<file path="src/hdl/assert_macros.svh">
// ---------------------------------------------------------------------------
// Assertion macros
// Shared concurrent assertion forms, clocked on clk and disabled in reset.
// ---------------------------------------------------------------------------
`ifndef ASSERT_MACROS_SVH
`define ASSERT_MACROS_SVH

// A property that must hold at every rising edge out of reset.
`define ASSERT_CLK(label, prop, msg) \
	label: assert property (@(posedge clk) disable iff (!arst_n) (prop)) else $error(msg);

// A same-cycle implication.
`define ASSERT_IMP(label, ante, cons, msg) \
	`ASSERT_CLK(label, (ante) |-> (cons), msg)

// A next-cycle implication.
`define ASSERT_NXT(label, ante, cons, msg) \
	`ASSERT_CLK(label, (ante) |=> (cons), msg)

`endif

</file>
<file path="src/hdl/sce_pkg.sv">
// ---------------------------------------------------------------------------
// Spectrum column envelope package
// Sizes, constants, the column tracking bundle and the height mapping.
// ---------------------------------------------------------------------------
package sce_pkg;

	localparam int BINS    = 16384;
	localparam int COLUMNS = 800;

	localparam int BIN_W  = $clog2(BINS);
	localparam int ACC_W  = BIN_W + 1;
	localparam int COL_W  = (COLUMNS > 1) ? $clog2(COLUMNS) : 1;
	localparam int LVL_W  = 13;
	localparam int H_W    = 10;
	localparam int ROW_W  = 10;
	localparam int DISP_W = 10;

	localparam int HALF_COLUMNS = COLUMNS / 2;
	localparam int LAST_DISP    = (COLUMNS - 1 + HALF_COLUMNS) % COLUMNS;

	localparam logic [H_W-1:0]    H_CLAMP      = H_W'(599);
	localparam logic signed [13:0] DB_OFFSET_Q4 = 14'sd2400;

	typedef struct packed {
		logic              col_end;
		logic              frame_end;
		logic [DISP_W-1:0] disp;
	} col_info_t;

	// Height in quarter dB above -150 dB, clamped to 0..599.
	function automatic logic [H_W-1:0] height_of(input logic signed [LVL_W-1:0] level);
		logic signed [13:0] sum;
		logic [11:0]        quarter;
		sum     = $signed({level[LVL_W-1], level}) + DB_OFFSET_Q4;
		quarter = sum[13:2];
		if (sum[13]) begin
			return '0;
		end else if (quarter > 12'(H_CLAMP)) begin
			return H_CLAMP;
		end else begin
			return quarter[H_W-1:0];
		end
	endfunction

endpackage

</file>
<file path="src/hdl/spectrum_column_envelope.sv">
// ---------------------------------------------------------------------------
// Spectrum column envelope
// Maps each bin level to a height, keeps the min and max height of the
// current screen column and emits one vertical span per column.
// ---------------------------------------------------------------------------
//  channel | handshake            | payload
//  --------+----------------------+--------------------------------------------
//  in      | in_valid, in_stall   | level_db
//  out     | out_valid, out_stall | display_column, top_row, end_row, frame_last
//
// One bin is taken per cycle unless stalled; a column's last bin triggers its span.
// The input register and the result register are the only pipeline stages.
// The input stalls only while the input register holds a bin and the
// result register is full and stalled. Reset clears the bin count and the
// column extremes; no result is pending after reset.
// ---------------------------------------------------------------------------
`include "assert_macros.svh"

module spectrum_column_envelope
	import sce_pkg::*;
(
	input  logic                    clk,
	input  logic                    arst_n,
	input  logic                    in_valid,
	output logic                    in_stall,
	input  logic signed [LVL_W-1:0] level_db,
	output logic                    out_valid,
	input  logic                    out_stall,
	output logic [DISP_W-1:0]       display_column,
	output logic [ROW_W-1:0]        top_row,
	output logic [ROW_W-1:0]        end_row,
	output logic                    frame_last
);

	logic                    valid_s1;
	logic signed [LVL_W-1:0] level_s1;
	logic                    out_free;
	logic                    advance;
	col_info_t               info;
	logic [H_W-1:0]          height;
	logic [H_W-1:0]          max_q;
	logic [H_W-1:0]          min_q;
	logic [H_W-1:0]          new_max;
	logic [H_W-1:0]          new_min;
	logic [H_W-1:0]          span_min;
	logic                    out_valid_q;
	logic [DISP_W-1:0]       disp_q;
	logic [ROW_W-1:0]        top_q;
	logic [ROW_W-1:0]        end_q;
	logic                    last_q;

	assign out_free = !out_valid_q || !out_stall;
	assign advance  = valid_s1 && out_free;
	assign in_stall = valid_s1 && !out_free;

	always_ff @(posedge clk or negedge arst_n) begin
		if (!arst_n) begin
			valid_s1 <= 1'b0;
		end else if (!in_stall) begin
			valid_s1 <= in_valid;
		end
	end

	always_ff @(posedge clk) begin
		if (in_valid && !in_stall) begin
			level_s1 <= level_db;
		end
	end

	sce_col_track u_col_track (
		.clk     (clk),
		.arst_n  (arst_n),
		.advance (advance),
		.info    (info)
	);

	always_comb begin
		height   = height_of(level_s1);
		new_max  = (height > max_q) ? height : max_q;
		new_min  = (min_q == '0 || height < min_q) ? height : min_q;
		span_min = (new_min == new_max) ? '0 : new_min;
	end

	always_ff @(posedge clk or negedge arst_n) begin
		if (!arst_n) begin
			max_q <= '0;
			min_q <= '0;
		end else if (advance) begin
			if (info.col_end) begin
				max_q <= '0;
				min_q <= '0;
			end else begin
				max_q <= new_max;
				min_q <= new_min;
			end
		end
	end

	always_ff @(posedge clk or negedge arst_n) begin
		if (!arst_n) begin
			out_valid_q <= 1'b0;
		end else if (out_free) begin
			out_valid_q <= advance && info.col_end;
		end
	end

	always_ff @(posedge clk) begin
		if (advance && info.col_end) begin
			disp_q <= info.disp;
			top_q  <= ROW_W'(H_CLAMP - new_max);
			end_q  <= ROW_W'(H_CLAMP - span_min);
			last_q <= info.frame_end;
		end
	end

	assign out_valid      = out_valid_q;
	assign display_column = disp_q;
	assign top_row        = top_q;
	assign end_row        = end_q;
	assign frame_last     = last_q;

	`ASSERT_IMP(a_span_order, out_valid_q, end_q >= top_q, "span end above span top")
	`ASSERT_IMP(a_last_column, out_valid_q && last_q, 32'(disp_q) == LAST_DISP,
		"frame end on wrong column")
	`ASSERT_CLK(a_height_range, max_q <= H_CLAMP && min_q <= max_q,
		"column extremes out of order")

endmodule

</file>
<file path="src/hdl/sce_col_track.sv">
// ---------------------------------------------------------------------------
// Column tracker
// Follows the bin index, its screen column and the column boundary by a
// running remainder of bin * COLUMNS, and gives the rotated screen column.
// ---------------------------------------------------------------------------
`include "assert_macros.svh"

module sce_col_track
	import sce_pkg::*;
(
	input  logic      clk,
	input  logic      arst_n,
	input  logic      advance,
	output col_info_t info
);

	logic [BIN_W-1:0]  bin_q;
	logic [BIN_W-1:0]  acc_q;
	logic [COL_W-1:0]  col_q;
	logic [ACC_W-1:0]  acc_sum;
	logic              wrap;
	logic [COL_W:0]    disp_sum;
	logic [DISP_W-1:0] disp;

	assign acc_sum        = ACC_W'(acc_q) + ACC_W'(COLUMNS);
	assign wrap           = acc_sum >= ACC_W'(BINS);
	assign info.frame_end = bin_q == BIN_W'(BINS - 1);
	assign info.col_end   = info.frame_end | wrap;
	assign info.disp      = disp;
	assign disp_sum       = (COL_W + 1)'(col_q) + (COL_W + 1)'(HALF_COLUMNS);

	always_comb begin
		if (disp_sum >= (COL_W + 1)'(COLUMNS)) begin
			disp = DISP_W'(disp_sum - (COL_W + 1)'(COLUMNS));
		end else begin
			disp = DISP_W'(disp_sum);
		end
	end

	always_ff @(posedge clk or negedge arst_n) begin
		if (!arst_n) begin
			bin_q <= '0;
			acc_q <= '0;
			col_q <= '0;
		end else if (advance) begin
			if (info.frame_end) begin
				bin_q <= '0;
				acc_q <= '0;
				col_q <= '0;
			end else begin
				bin_q <= bin_q + BIN_W'(1);
				if (wrap) begin
					acc_q <= BIN_W'(acc_sum - ACC_W'(BINS));
					col_q <= col_q + COL_W'(1);
				end else begin
					acc_q <= BIN_W'(acc_sum);
				end
			end
		end
	end

	`ASSERT_CLK(a_acc_range, ACC_W'(acc_q) < ACC_W'(BINS), "remainder out of range")
	`ASSERT_CLK(a_col_range, 32'(col_q) < COLUMNS, "column out of range")
	`ASSERT_IMP(a_frame_start, bin_q == '0, acc_q == '0 && col_q == '0, "frame start not aligned")

endmodule

</file>
<file path="config.mk">
export PLATFORM = sky130hd
export DESIGN_NAME = spectrum_column_envelope
export DESIGN_NICKNAME = d
export VERILOG_FILES = /design/src/hdl/sce_pkg.sv /design/src/hdl/spectrum_column_envelope.sv /design/src/hdl/sce_col_track.sv
export VERILOG_INCLUDE_DIRS = /design/src /design/src/hdl
export SDC_FILE = /design/constraint.sdc
export NUM_CORES = 1
export LEC_CHECK = 0
export BUFFER_PORTS_ARGS = -buffer_cell sky130_fd_sc_hd__buf_2
export CAP_MARGIN = 20
export CORE_MARGIN = 2
export CORE_UTILIZATION = 45
export DETAILED_ROUTE_END_ITERATION = 6
export GPL_TIMING_DRIVEN = 0
export SYNTH_ARGS = -nofsm -noshare
export SYNTH_HDL_FRONTEND = slang
export SYNTH_SLANG_ARGS = --single-unit
</file>
<file path="constraint.sdc">
create_clock -name clk -period 6.1 [get_ports clk]
set_input_delay 0.305 -clock clk [delete_from_list [all_inputs] [get_ports clk]]
set_output_delay 0.305 -clock clk [all_outputs]
set_load 0.01 [all_outputs]
</file>
==> impl_results.md, run 1 <==
- Status: completed
- Initial Util: 46.0%
- Clock Path Buffers: 2
- ANT cells: 0
- Seq/Total Area, Yosys: 45.6%
- CP Depth: 22
- Clk pin slew, worst setup/hold paths: 0.06 ns
- Routability cong.: 0.891
- Htree depth: 3
- Clock buffer count from CTS: 9
- Vias in the first global route: 4485
- Final hold viol count: 0
- Total wire length: 13900 um
- FF-to-FF path depth: 22
- Clk root buf: clkbuf_16
- Synth Warn #: 0
- Area Overhead vs Synth: 15.3%
- Port bufs: 47
- Vias per cell: 5.64
- Power density over the cells: 462 nW/um^2
- Vias post-DR: 4719
- Syn_area_per_cell: 9.71 um^2
- Layout cells sized above 1: 14.7%
- WS Path Type: flip-flop to flip-flop
- Initial antenna violation count: 0
- Primary FF master, synth: dfrtp_1
- Hold path cells: 1
- EDFF count, synth: 42
- Final min period: 5.69 ns
- Post-route ant nets: 0
- Final-layout fill cell count: 1103
- Final setup viols: 0
- DRC violations left: 0
- Worst path top cell family by delay: simple AND/OR/NAND/NOR gates
- Multi-input logic area: 2940 um^2
- Post-synth cell types: 69
- Biggest area consumer among synthesized cells: dfrtp_1
- Wire per inst: 16.7 um
- Peak supply drop: 0.187 mV
- Hpwl dp: 9920 um
- Req. time, crit path: 6.19 ns
- Non-Filler Instances: 837
- Crit path launch: level_s1[5]
- RR Endpoint: end_row[5]
- FFs w/ async S/R, synth: 56.7%
- FP Rows: 41
- Synth Cell Area: 5790 um^2
- Max Freq: 176 MHz
- CP max FO: 10
- DP Cell Count: 818
- Slew headroom: 44.5%
- Endpoint class of the critical path: flip-flop
- # Max-Cap Violations: 0
- Die Area: 13800 um^2
- Worst Hold Path EP: level_s1[7]
- Io pins: 50
- Die Y: 117 um
- Hold Path Class: input pin to flip-flop
- Worst path bufs/invs: 4
- Synth cell count leaders: dfrtp_1 (55), nand2_1 (50), o21ai_0 (45)
- Synth area leaders: dfrtp_1 (24%), edfxtp_1 (22%), ha_1 (5.6%)
- Max incr delay on CP: 0.63 ns
- Seq cells post-synth: 97
- GRT overflow: 0
- Worst-margin pin slew: 0.827 ns
- Arrival @ worst endpoint: 5.78 ns
- Number of detailed-route iterations in the first pass: 4
- Leak: 2.76 nW
- Sinks on Clock Net: 97
- First-pass GRT wire length: 23200 um
- Die width: 117 um
- Crit-path cells: buf_2, inv_1, ha_1, nor2b_4, o211ai_2, nor3_2, nor2_4, nor2_1, ha_1, and3_1, a221o_1, a21oi_2, nand3_1, mux2i_4, nor2_4, buf_6, o311a_1, o21ai_1, nand4_1, nor3_4, buf_12, a211oi_1
- Area occupied by registers: 2640 um^2
- Largest net degree at the start of global routing: 33
- FF-to-FF setup slack: 0.41 ns
- RSZ-0062 raised after global routing: false
- Hold Crit Start: level_db[7]
- Initial DRC Count: 298
- Nets: 703
- Worst skew pair latency: 0.36 ns
- Core area: 12600 um^2
- Clk_skew: 0.00928 ns
- Launching point of the worst reg2reg path: level_s1[5]
- Slowest-stage cell, CP: nor2_1
- Share of the synthesized area in the top cell type: 23.8%
- TritonCTS clock tree: built
- Overall routing resource usage: 21.0%
- Syn Nets: 639
- Post-layout util: 53.1%
- Most common cell in the netlist: dfrtp_1
- Fin. max-slew vios: 0
- Startpoint types: flip-flop
- Gate Count Post-Synth: 596
- Final period util: 93.3%
==> placed cells by master, fill, tap and decap left out, types with 5 or more instances in the layout <==
cell	count
clkbuf_1	16
inv_1	36
nand4_1	12
nand3_1	23
a21oi_1	29
o21ai_0	45
xor2_1	16
and2_1	5
dfrtp_1	55
nor3_1	17
nor2_1	41
edfxtp_1	42
clkbuf_16	9
a22o_1	9
a311oi_1	9
ha_1	26
o21a_1	6
nand2_1	50
buf_2	51
o22ai_1	13
o211ai_1	5
and3_1	12
nand2b_1	9
xnor2_1	37
==> worst reg2reg max path, cell delays in order (launching register included) <==
cell and delay [ns]:
edfxtp_1 0.31, buf_2 0.20, inv_1 0.08, ha_1 0.27, nor2b_4 0.16, o211ai_2 0.12, nor3_2 0.26, nor2_4 0.10
nor2_1 0.63, ha_1 0.38, and3_1 0.20, a221o_1 0.37, a21oi_2 0.31, nand3_1 0.20, mux2i_4 0.39, nor2_4 0.10
buf_6 0.16, o311a_1 0.33, o21ai_1 0.15, nand4_1 0.17, nor3_4 0.32, buf_12 0.16, a211oi_1 0.04
==> layer usage <==
metal	track usage, %	vias to the layer above	routed length [um]
li1	-	2303	-
met1	30.6	2249	6710
met2	31.1	146	6260
met3	3.16	21	688
met4	8.66	0	279
met5	0	-	0
==> worst max-delay path by stage <==
stage | to
finish | end_row[5]
global route | end_row[9]
CTS | end_row[3]
detailed placement | end_row[3]
global placement | end_row[3]
floorplan | end_row[7]
==> logic make-up after synthesis <==
group	count (synthesis)	share of synthesized area [%]
multiplexers	3	0.822
XOR/XNOR	53	8.02
buffers and inverters	59	4.28
adder cells (fa/ha/maj)	26	5.62
AND/OR/NAND/NOR	199	17.4
flip-flops	97	45.6
AO/OA/AOI/OAI	159	18.3
==> registers in the layout, summed over array words and instances, names as in the netlist, 9 cells and up <==
register,count
min_q,10
end_row,10
u_col_track.bin_q,14
top_row,10
u_col_track.acc_q,9
u_col_track.col_q,10
max_q,10
level_s1,11
display_column,10
==> area by class of cell <==
type / count / share of cell area, %
buffer: 21 / 1.58
clock buffer: 11 / 3.49
clock inverter: 5 / 0.919
inverter: 37 / 2.08
multi-input combinational: 440 / 44.1
sequential: 97 / 39.5
tap: 172 / 3.23
timing repair buffer: 54 / 5.07
==> power by group <==
part / leakage [nW] / total [mW] / internal (mW) / switching, mW
clock network: 0.144 / 0.581 / 0.321 / 0.260
logic: 1.52 / 1.51 / 0.603 / 0.911
registers: 1.10 / 0.988 / 0.861 / 0.127
==> through the flow <==
stage	cell area, um^2	total power, mW	worst slack (ns)	TNS [ns]	hold slack [ns]
3_5_place_dp	6290	2.42	-0.0820	-0.211	0.352
2_1_floorplan	5790	2.06	1.10	0	0.00941
3_3_place_gp	6240	2.38	-0.0302	-0.0302	0.456
4_1_cts	6610	3.02	0.153	0	0.114
5_1_grt	6670	3.30	0.0316	0	0.124
6_report	6670	3.08	0.409	0	0.120
==> what timing repair did <==
item                                    4_1_cts  5_1_grt
setup buffers                                 0        3
hold endpoints to repair                     23        0
gates resized for setup                       2        5
hold buffers                                  1        0
pin swaps                                     0        2
endpoints found under the setup margin       11       14
cloned                                        0        0
No activity file was read; power rests on OpenSTA's default activity.
==> run 2: changes to the inputs <==
MAX_ROUTING_LAYER = met4   (was not set)
==> impl_results.md, run 2 (synthesis gave the netlist of run 1 again) <==
- DP Cell Count: 818 (unchanged)
- Clk root buf: clkbuf_16 (unchanged)
- Final-layout fill cell count: 1167 (was 1103)
- Pint: 1.76 mW (was 1.79 mW)
- WHS: 0.124 ns (was 0.120 ns)
- Initial antenna violation count: 0 (unchanged)
- Area Overhead vs Synth: 15.0% (was 15.3%)
- Registers with the most flip-flops: u_col_track.bin_q: 14 flops, level_s1: 11 flops (unchanged)
- Die Y: 117 um (unchanged)
- DP Worst Slack: -0.119 ns (was -0.0820 ns)
- CP max FO: 10 (unchanged)
- Endpoint class of the critical path: flip-flop (unchanged)
- Hold Path Class: input pin to flip-flop (unchanged)
- Htree depth: 3 (unchanged)
- Non-Filler Cell Area, Final: 6650 um^2 (was 6670 um^2)
- Io pins: 50 (unchanged)
- Req. time, crit path: 6.20 ns (was 6.19 ns)
- Total wire length: 14000 um (was 13900 um)
- Max Freq: 174 MHz (was 176 MHz)
- Hpwl dp: 10000 um (was 9920 um)
- FP Rows: 41 (unchanged)
- ANT cells: 0 (unchanged)
- Sw Ratio: 42.2% (was 42.1%)
- Max incr delay on CP: 0.39 ns (was 0.63 ns)
- GRT overflow: 0 (unchanged)
- Combinational Power Share: 49.5% (was 49.1%)
- Non-Filler Instances: 838 (was 837)
- Slew headroom: 41.6% (was 44.5%)
- Crit-path cells: buf_2, inv_1, ha_1, nor2b_4, o211ai_2, a32o_2, nor2_4, and2_1, nor2_1, nor2_2, ha_1, a21oi_1, o21a_1, o211ai_1, or2_2, a221oi_2, nor2_1, buf_4, a311oi_1, o21ai_0, nand4_1, nor3_4, buf_12, a311o_1 (was buf_2, inv_1, ha_1, nor2b_4, o211ai_2, nor3_2, nor2_4, nor2_1, ha_1, and3_1, a221o_1, a21oi_2, nand3_1, mux2i_4, nor2_4, buf_6, o311a_1, o21ai_1, nand4_1, nor3_4, buf_12, a211oi_1)
- Clock buffer count from CTS: 9 (unchanged)
- Core area: 12600 um^2 (unchanged)
- Most common cell after layout, fill and taps aside: dfrtp_1 (unchanged)
- Clk_skew: 0.00938 ns (was 0.00928 ns)
- Worst-margin pin slew: 0.871 ns (was 0.827 ns)
- Crit path launch: level_s1[5] (unchanged)
- Port bufs: 47 (unchanged)
- Vias post-DR: 4781 (was 4719)
- Vias per cell: 5.71 (was 5.64)
- Max reg flops: 14 (unchanged)
- Initial Util: 46.0% (unchanged)
- Routability cong.: 0.890 (was 0.891)
- Arrival @ worst endpoint: 5.86 ns (was 5.78 ns)
- Largest net degree at the start of global routing: 35 (was 33)
- WS Path Type: flip-flop to flip-flop (unchanged)
- Worst skew pair latency: 0.36 ns (about the same)
- Clock Path Buffers: 2 (unchanged)
- Hold Crit Start: level_db[9] (was level_db[7])
- Post-DP Area: 6290 um^2 (unchanged)
- Part of the power in the clock network: 18.2% (was 18.9%)
- Fin. max-slew vios: 0 (unchanged)
- First-pass GRT wire length: 22700 um (was 23200 um)
- Final period util: 94.3% (was 93.3%)
- Layout cells sized above 1: 14.6% (was 14.7%)
- Wire per inst: 16.7 um (about the same)
- Worst setup margin: 0.345 ns (was 0.409 ns)
- Die width: 117 um (unchanged)
- Sequential share of power: 32.3% (was 32.0%)
- Clk pin slew, worst setup/hold paths: 0.06 ns (about the same)
- Power density over the cells: 457 nW/um^2 (was 462 nW/um^2)
- Nets: 704 (was 703)
- Sinks on Clock Net: 97 (unchanged)
- TritonCTS clock tree: built (unchanged)
- Leak: 2.76 nW (about the same)
- DRC violations left: 0 (unchanged)
- Peak supply drop: 0.165 mV (was 0.187 mV)
- Sw power: 1.28 mW (was 1.30 mW)
- Post-route ant nets: 0 (unchanged)
- Final min period: 5.76 ns (was 5.69 ns)
- # Max-Cap Violations: 0 (unchanged)
- Highest-count cells in the layout ignoring fill and taps: dfrtp_1 (55), buf_2 (51), nand2_1 (50), o21ai_0 (45), edfxtp_1 (42) (unchanged)
- Status: completed (unchanged)
- Startpoint types: flip-flop (unchanged)
- Die Area: 13800 um^2 (unchanged)
- Overall routing resource usage: 21.1% (was 21.0%)
- Initial DRC Count: 305 (was 298)
- Most flop-heavy register: u_col_track.bin_q (unchanged)
- Launching point of the worst reg2reg path: level_s1[5] (unchanged)
- Slowest-stage cell, CP: and2_1 (was nor2_1)
- Number of detailed-route iterations in the first pass: 5 (was 4)
- RSZ-0062 raised after global routing: false (unchanged)
- Final setup viols: 0 (unchanged)
- Final hold viol count: 0 (unchanged)
- Vias in the first global route: 4520 (was 4485)
[run 2: cell types whose count changed in the layout (fill, tap and decap cells not counted)]
cell,delta
bufinv_16,-1
and2_2,-1
buf_4,+2
clkbuf_16,+1
inv_6,-1
buf_12,-1
and2_1,+1
clkbuf_1,+1
[run 2: timing repair]
item                                   CTS  global route
gates resized for setup                  2             4
pin swaps                                0             2
endpoints found under the hold margin   21             0
hold buffers                             1             0
setup buffers                            0             4
setup endpoints to repair               10            12
[run 2: power groups by stage]
stage	Clock [mW]	Combinational [mW]	Sequential, mW
after global placement	0	1.40	0.990
after floorplan	0	1.09	0.965
after detailed placement	0	1.43	0.992
after CTS	0.568	1.45	0.981
final	0.553	1.50	0.983
after global routing	0.593	1.65	1.00
[run 2: routing by layer]
metal | vias up | global-route usage, % | part of all wire [%]
met5 | - | - | 0
met4 | 0 | 9.11 | 2.4
met3 | 20 | 3.75 | 5.2
met2 | 150 | 31.7 | 46
met1 | 2307 | 28.3 | 47
li1 | 2304 | - | -
[run 2: worst paths after layout]
kind	slack (ns)	cells after the start	endpoint
worst max-delay path	0.34	24	end_row[9]
worst min-delay path	0.12	1	level_s1[9]
worst max register to register	0.34	24	end_row[9]
worst min register to register	0.47	1	u_col_track.bin_q[10]
max in group asynchronous	5.00	3	max_q[4]
min in group asynchronous	0.49	2	u_col_track.col_q[4]
[run 2: cell type report]
type | instances | area [um^2] | share of cell area, %
buffer | 21 | 105 | 1.58
clock buffer | 13 | 262 | 3.93
multi-input combinational | 440 | 2940 | 44.2
timing repair buffer | 55 | 333 | 5.00
tap | 172 | 215 | 3.23
clock inverter | 3 | 22.5 | 0.339
inverter | 37 | 139 | 2.09
sequential | 97 | 2640 | 39.6
[run 2: worst max-delay path: cells and delay by family (launching register included)]
kind | cells | cell delay (ns)
AO/OA/AOI/OAI | 9 | 1.93
adder cells (fa/ha/maj) | 2 | 0.60
flip-flops | 1 | 0.32
AND/OR/NAND/NOR | 9 | 1.95
buffers and inverters | 4 | 0.69
[run 2: stage by stage]
stage               power, mW  utilization, %  TNS (ns)
floorplan                2.06               -         0
global placement         2.39            49.6    -0.483
detailed placement       2.43            50.0    -0.439
CTS                      3.00            52.5         0
global route             3.24            52.9         0
finish                   3.04            52.9         0
